### src/rtl/sbc_pkg.sv
// sbc_pkg: operation codes, fixed field widths and the result struct
// shared by the shader binding cache top level and its update logic.
// No dependencies.
package sbc_pkg;

  localparam int unsigned OP_W    = 2;
  localparam int unsigned INDEX_W = 8;
  localparam int unsigned KEY_W   = 16;
  localparam int unsigned STAMP_W = 16;
  localparam int unsigned SLOT_W  = 4;
  localparam int unsigned PTR_W   = 5;

  typedef enum logic [OP_W-1:0] {
    OP_BIND       = 2'd0,
    OP_INVALIDATE = 2'd1,
    OP_INIT       = 2'd2,
    OP_RESERVED   = 2'd3
  } sbc_op_t;

  typedef struct packed {
    logic              needs_rebind;
    logic [SLOT_W-1:0] slot;
  } sbc_result_t;

endpackage

### src/rtl/sbc_bind_update.sv
// sbc_bind_update: next value of one batch record for one operation.
// Depends on sbc_pkg. Pure combinational logic between the record read
// register and the memory write port.
module sbc_bind_update
  import sbc_pkg::*;
#(
  parameter int unsigned WAYS       = 5,
  parameter int unsigned KEY_BITS   = 16,
  parameter int unsigned STAMP_BITS = 16
) (
  input  sbc_op_t                              op,
  input  logic [KEY_BITS-1:0]                  key,
  input  logic [STAMP_BITS-1:0]                stamp,
  input  logic [WAYS-1:0][KEY_BITS-1:0]        keys,
  input  logic [WAYS-1:0][STAMP_BITS-1:0]      stamps,
  input  logic [SLOT_W-1:0]                    act,
  input  logic [PTR_W-1:0]                     ptr,
  output logic [WAYS-1:0][KEY_BITS-1:0]        keys_next,
  output logic [WAYS-1:0][STAMP_BITS-1:0]      stamps_next,
  output logic [SLOT_W-1:0]                    act_next,
  output logic [PTR_W-1:0]                     ptr_next,
  output sbc_result_t                          result
);

  logic              act_hit;
  logic              found;
  logic              rebind;
  logic [SLOT_W-1:0] sel;
  logic [PTR_W-1:0]  rr;

  // active slot check and in-order scan (first key match or first empty)
  always_comb begin
    act_hit = 1'b0;
    found   = 1'b0;
    rebind  = 1'b1;
    sel     = '0;
    for (int i = 0; i < WAYS; i++) begin
      if (act == SLOT_W'(i) && keys[i] == key && stamps[i] == stamp) begin
        act_hit = 1'b1;
      end
      if (!found && (keys[i] == key || keys[i] == '0)) begin
        found  = 1'b1;
        sel    = SLOT_W'(i);
        rebind = !(keys[i] == key && stamps[i] == stamp);
      end
    end
  end

  // round-robin victim, wraps once the pointer reaches WAYS
  assign rr = (ptr >= PTR_W'(WAYS)) ? '0 : ptr;

  always_comb begin
    keys_next           = keys;
    stamps_next         = stamps;
    act_next            = act;
    ptr_next            = ptr;
    result.needs_rebind = 1'b0;
    unique case (op)
      OP_BIND: begin
        if (!act_hit) begin
          if (!found) begin
            ptr_next = rr + PTR_W'(1);
          end
          for (int i = 0; i < WAYS; i++) begin
            if ((found && sel == SLOT_W'(i)) || (!found && rr == PTR_W'(i))) begin
              keys_next[i]   = key;
              stamps_next[i] = stamp;
            end
          end
          act_next            = found ? sel : rr[SLOT_W-1:0];
          result.needs_rebind = found ? rebind : 1'b1;
        end
      end
      OP_INVALIDATE: begin
        stamps_next = '0;
      end
      OP_INIT: begin
        act_next     = '0;
        ptr_next     = PTR_W'(1);
        keys_next[0] = '0;
      end
      default: begin
      end
    endcase
    result.slot = act_next;
  end

endmodule

### src/rtl/shader_binding_cache_unit.sv
// shader_binding_cache_unit: per-batch shader binding cache, top level.
// Depends on sbc_pkg and sbc_bind_update. Holds the batch record memory,
// the item/result handshakes and the control sequencer.
//
//  channel | signals                                          | dir | beat
//  --------+--------------------------------------------------+-----+--------------------------
//  input   | in_valid/in_ready, operation, batch_index,       | in  | one operation on a batch
//          | shader_key, shader_stamp                         |     |
//  result  | out_valid/out_ready, needs_rebind, slot,         | out | one result per input beat
//          | bad_index                                        |     |
//
// Steps: in S_IDLE an input beat is accepted and its batch record read;
//   in S_EXEC the record is updated and written back on commit.
//   A new beat is taken only once the previous one is written back.
// Stalls: the result sits in an output register; while it waits, the next
//   beat is still taken and read, and its write-back waits for the register.
// Reset: synchronous; per-batch valid flags clear at once, a batch whose
//   flag is low reads as an all-zero record. No clearing pass is needed.
module shader_binding_cache_unit
  import sbc_pkg::*;
#(
  parameter int unsigned WAYS        = 5,
  parameter int unsigned NUM_BATCHES = 16,
  parameter int unsigned KEY_BITS    = 16,
  parameter int unsigned STAMP_BITS  = 16
) (
  input  logic               clk,
  input  logic               rst,
  input  logic               in_valid,
  output logic               in_ready,
  input  logic [OP_W-1:0]    operation,
  input  logic [INDEX_W-1:0] batch_index,
  input  logic [KEY_W-1:0]   shader_key,
  input  logic [STAMP_W-1:0] shader_stamp,
  output logic               out_valid,
  input  logic               out_ready,
  output logic               needs_rebind,
  output logic [SLOT_W-1:0]  slot,
  output logic               bad_index
);

  localparam int unsigned AW    = (NUM_BATCHES > 1) ? $clog2(NUM_BATCHES) : 1;
  localparam int unsigned KW    = WAYS * KEY_BITS;
  localparam int unsigned SW    = WAYS * STAMP_BITS;
  localparam int unsigned ROW_W = KW + SW + SLOT_W + PTR_W;

  typedef enum logic {S_IDLE, S_EXEC} state_t;

  state_t state;

  // item registers
  sbc_op_t               op_q;
  logic [KEY_BITS-1:0]   key_q;
  logic [STAMP_BITS-1:0] stamp_q;
  logic                  bad_q;
  logic [AW-1:0]         addr_q;

  // record memory: {ptr, active, stamps, keys} per batch
  logic [ROW_W-1:0]       mem [NUM_BATCHES];
  logic [ROW_W-1:0]       rd_row;
  logic                   rd_valid;
  logic [NUM_BATCHES-1:0] row_valid;
  logic [ROW_W-1:0]       row;
  logic [ROW_W-1:0]       row_next;

  logic [WAYS-1:0][KEY_BITS-1:0]   keys, keys_next;
  logic [WAYS-1:0][STAMP_BITS-1:0] stamps, stamps_next;
  logic [SLOT_W-1:0]               act, act_next;
  logic [PTR_W-1:0]                ptr, ptr_next;
  sbc_result_t                     result;

  logic          accept;
  logic          commit;
  logic          in_bad;
  logic [AW-1:0] in_addr;
  logic [63:0]   key_wide;
  logic [63:0]   stamp_wide;

  // keys and stamps are kept at the configured width
  assign key_wide   = {{(64 - KEY_W){1'b0}}, shader_key};
  assign stamp_wide = {{(64 - STAMP_W){1'b0}}, shader_stamp};

  // out-of-range batches fold onto batch 0
  assign in_bad  = ({1'b0, batch_index} >= (INDEX_W + 1)'(NUM_BATCHES));
  assign in_addr = in_bad ? '0 : batch_index[AW-1:0];

  assign in_ready = (state == S_IDLE);
  assign accept   = in_valid && in_ready;
  // write back only once the output register can take the result
  assign commit   = (state == S_EXEC) && (!out_valid || out_ready);

  // never-written batches read as zero
  assign row = rd_valid ? rd_row : '0;
  assign {ptr, act, stamps, keys} = row;
  assign row_next = {ptr_next, act_next, stamps_next, keys_next};

  sbc_bind_update #(
    .WAYS       (WAYS),
    .KEY_BITS   (KEY_BITS),
    .STAMP_BITS (STAMP_BITS)
  ) u_update (
    .op          (op_q),
    .key         (key_q),
    .stamp       (stamp_q),
    .keys        (keys),
    .stamps      (stamps),
    .act         (act),
    .ptr         (ptr),
    .keys_next   (keys_next),
    .stamps_next (stamps_next),
    .act_next    (act_next),
    .ptr_next    (ptr_next),
    .result      (result)
  );

  // memory: read on accept, write on commit; the two never share a cycle
  always_ff @(posedge clk) begin
    if (commit) begin
      mem[addr_q] <= row_next;
    end
    if (accept) begin
      rd_row <= mem[in_addr];
    end
  end

  always_ff @(posedge clk) begin
    if (rst) begin
      state     <= S_IDLE;
      out_valid <= 1'b0;
      row_valid <= '0;
      rd_valid  <= 1'b0;
    end else begin
      // a new result replaces the one leaving in the same cycle
      if (commit) begin
        out_valid <= 1'b1;
      end else if (out_ready) begin
        out_valid <= 1'b0;
      end
      unique case (state)
        S_IDLE: begin
          if (accept) begin
            state    <= S_EXEC;
            rd_valid <= row_valid[in_addr];
          end
        end
        S_EXEC: begin
          if (commit) begin
            state             <= S_IDLE;
            row_valid[addr_q] <= 1'b1;
          end
        end
        default: begin
          state <= S_IDLE;
        end
      endcase
    end
  end

  // payload registers
  always_ff @(posedge clk) begin
    if (accept) begin
      op_q    <= sbc_op_t'(operation);
      key_q   <= key_wide[KEY_BITS-1:0];
      stamp_q <= stamp_wide[STAMP_BITS-1:0];
      bad_q   <= in_bad;
      addr_q  <= in_addr;
    end
    if (commit) begin
      needs_rebind <= result.needs_rebind;
      slot         <= result.slot;
      bad_index    <= bad_q;
    end
  end

endmodule

### config.mk
export PLATFORM = sky130hd
export DESIGN_NAME = shader_binding_cache_unit
export DESIGN_NICKNAME = d
export VERILOG_FILES = /design/src/rtl/sbc_pkg.sv /design/src/rtl/sbc_bind_update.sv /design/src/rtl/shader_binding_cache_unit.sv
export SDC_FILE = /design/constraint.sdc
export NUM_CORES = 2
export LEC_CHECK = 0
export BUFFER_PORTS_ARGS = -buffer_cell sky130_fd_sc_hd__clkbuf_2
export CORE_UTILIZATION = 50
export DETAILED_ROUTE_END_ITERATION = 12
export HOLD_SLACK_MARGIN = 0.15
export MAX_ROUTING_LAYER = met4
export PLACE_DENSITY = 0.65
export SYNTH_ARGS = -nofsm -noshare
export SYNTH_HDL_FRONTEND = slang
export SYNTH_SLANG_ARGS = --single-unit
### constraint.sdc
create_clock -name clk -period 45.3 [get_ports clk]
set_clock_uncertainty 0.2 [all_clocks]
set_input_delay 9.06 -clock clk [delete_from_list [all_inputs] [get_ports clk]]
set_output_delay 9.06 -clock clk [all_outputs]
set_load 0.1 [all_outputs]
==> impl_metrics.yaml <==
synthesis:
  synthesis.area_sq_mm: 0.1154
  synthDistinctLibCells: 74
  async_reset_ff_share_pct: 0
  synth-seq-area-share_pct: 76.26
  synth-edff-count: 2918
  netlist_instances: 7878
  syn_area_per_cell_sq_um: 14.65
  yosysMostFrequentCell: "edfxtp_1"
  yosysTopAreaCell: "edfxtp_1"
  syn-num-nets: 7928
  ys_ff_latch: 2937
  synth_commonest_cells: "2,918 x edfxtp_1, 1,535 x nand2_1, 600 x o22ai_1, 512 x clkbuf_1, 360 x a31oi_1"
  netlist.area_leader.share_pct: 75.94
  yosys-top-cells-area: "edfxtp_1 76%, nand2_1 5.0%, o22ai_1 3.3%"
  synthFlopType: "edfxtp_1"
  yosysWarningCount: 0
global_route:
  grt_max_degree: 198
  grt_pass1_wl_um: 479400
  antenna_found_initial: 3
  grt_util_all_layers_pct: 29.00
  grt_pass1_vias: 71080
  grt_overflow: 0
flow_run:
  drv_cap: 0
power_and_ir_drop:
  clockPowerShare_pct: 42.6
  pwr-share-seq_pct: 54.3
  p_sw_share_pct: 20.99
  max-vdd-ir-drop_mv: 0.03737
  p_sw_w: 0.001173
  p_leak_nw: 41.25
  p_int_w: 0.004414
  p_comb_share_pct: 3.1
  powerDensity_mw_per_mm2: 43.54
die:
  initial_utilization_pct: 50.53
  fp.dieArea_sq_mm: 0.2327
  io_pins: 54
  num_rows: 175
  die_h_um: 482.4
  die_w_um: 482.4
  coreArea_sq_mm: 0.2284
place:
  place_hpwl_um: 154300
  placedCellCount: 10530
  gp_congestion: 0.8262
  port_buffers: 53
critical_path:
  crit_required_ns: 45.89
  critical_path_class: "primary input to register"
  critPathLaunchType: "primary input"
  reg2reg_to: "mem[2][0]"
  r2r_start: "rd_valid"
  arrival_ns: 14.61
  r2r_slack_ns: 38.89
  rr_worst_depth: 10
  crit_fanout: 147
  cp-end-kind: "register"
  cp-startpoint: "batch_index[6]"
final_layout:
  fin_nets: 7884
  area.growth.synth_to_final_pct: 11.18
  fin_util_pct: 56.18
  drive_gt1_share_pct: 9.606
  stdcell_count: 11060
routing:
  wirelength_um: 332000
  dr.pass1.iters: 7
  drtIter0Drc: 9985
  drc: 0
  postRouteAntennaNets: 0
  vias: 73900
  avgViaCountPerCell: 6.681
  wl_per_cell_um: 30.02
clocking:
  cts.repair.resized: 0
  holdBufCountCts: 0
  cts_buffers: 310
  cts_root_buf: "clkbuf_16"
  post_cts_buffers: 0
  h-tree-depth: 5
  cts.sinks: 2937
  clk_path_buf_depth: 4
  clk_latency_ns: 0.96
  tritoncts: "built"
  clkTransAtPathRegs_ns: 0.06
hold_path:
  min_to: "bad_index"
  hp-start: "bad_q"
  hold_depth: 0
  hp-class: "register to register"
timing:
  holdWs_ns: 0.2198
  tightest_slew_ns: 1.367
  period_needed_ns: 14.02
  period_share_pct: 30.96
  maxSlewViolCount: 0
  setup_tns_ns: 0
  setup_violations: 0
  slew_headroom_pct: 8.862
  hold_viol_final: 0
  fmax_mhz: 71.31
  rsz0062_at_grt: "no"
outcome:
  status: "complete, no violations"
worst max-delay path by stage:
stage	end	depth (start not counted)
5_1_grt	rd_row[14]	13
6_report	rd_row[65]	13
3_5_place_dp	rd_row[11]	13
4_1_cts	rd_row[11]	13
2_1_floorplan	mem[0][0]	5
3_3_place_gp	rd_row[74]	13
cell type report:
cell class              instances  area (sq um)
flip-flops and latches       2937         88010
clock inverters               146          1094
well taps                    3009          3765
diodes                          5         12.51
inverters                      15         71.32
fillers                     17570        100100
multi-input cells            4314         25050
repair buffers                256          2086
clock buffers                 379          8208
power groups by stage:
stage | registers (W) | logic (W) | clock network, W
after floorplan | 0.00309 | 0.000104 | 0
after global placement | 0.00309 | 0.000166 | 0
after detailed placement | 0.00309 | 0.000168 | 0
after CTS | 0.00303 | 0.000169 | 0.00240
after global routing | 0.00303 | 0.000182 | 0.00250
final | 0.00303 | 0.000172 | 0.00238
metrics by stage:
stage	setup slack, ns	area [sq um]	total power, W
6_report	31.28	128300	0.005587
5_1_grt	31.09	128300	0.005714
4_1_cts	31.45	128300	0.005599
3_5_place_dp	30.47	119000	0.003257
3_3_place_gp	30.55	119000	0.003253
2_1_floorplan	22.62	115400	0.003189
registers in the layout (all words and copies together), names as in the netlist, 2 cells and up:
| register | count |
|---|---|
| mem | 2704 |
| row_valid | 16 |
| rd_row | 169 |
| slot | 4 |
| key_q | 16 |
| op_q | 2 |
| addr_q | 4 |
| stamp_q | 16 |
layout by cell type, fill, tap and decap left out, drive strengths merged, types with 123 or more instances in the layout:
cell type,Yosys,final
a211oi,123,123
a21oi,347,347
a311oi,289,289
a31oi,360,360
buf,100,206
clkbuf,512,429
edfxtp,2918,2918
nand2,1535,1535
o21ai,199,199
o22ai,600,600
critical path, stage by stage:
cell and delay [ns]:
clkbuf_2 0.09, nor4_2 0.04, buf_4 0.30, nand2_4 0.37, inv_8 0.28, nand2_4 0.74, buf_4 0.90, buf_12 0.67
buf_4 1.00, o22ai_1 0.25, a311oi_1 0.30, a211oi_1 0.08, a21oi_1 0.16
routing by layer:
layer | vias to the layer above | GRT usage (%) | part of all wire (%)
met2 | 4638 | 44.18 | 46
met1 | 37510 | 39.93 | 39
met5 | - | - | 0
met3 | 659 | 4.896 | 11
li1 | 31090 | - | -
met4 | 0 | 9.364 | 3.1
kinds of logic (layout without fill, tap and decap cells):
kind of cell,count (synthesis),count (layout),share of synthesized area [%]
buffers and inverters,627,796,2.201
multiplexers,81,81,0.9520
AND/OR/NAND/NOR,1951,1951,7.187
other,0,5,0
adder cells (fa/ha/maj),4,4,0.04337
AO/OA/AOI/OAI,2197,2197,12.74
XOR/XNOR,81,81,0.6148
flip-flops,2937,2937,76.26
Power figures use the tool's default switching activity.
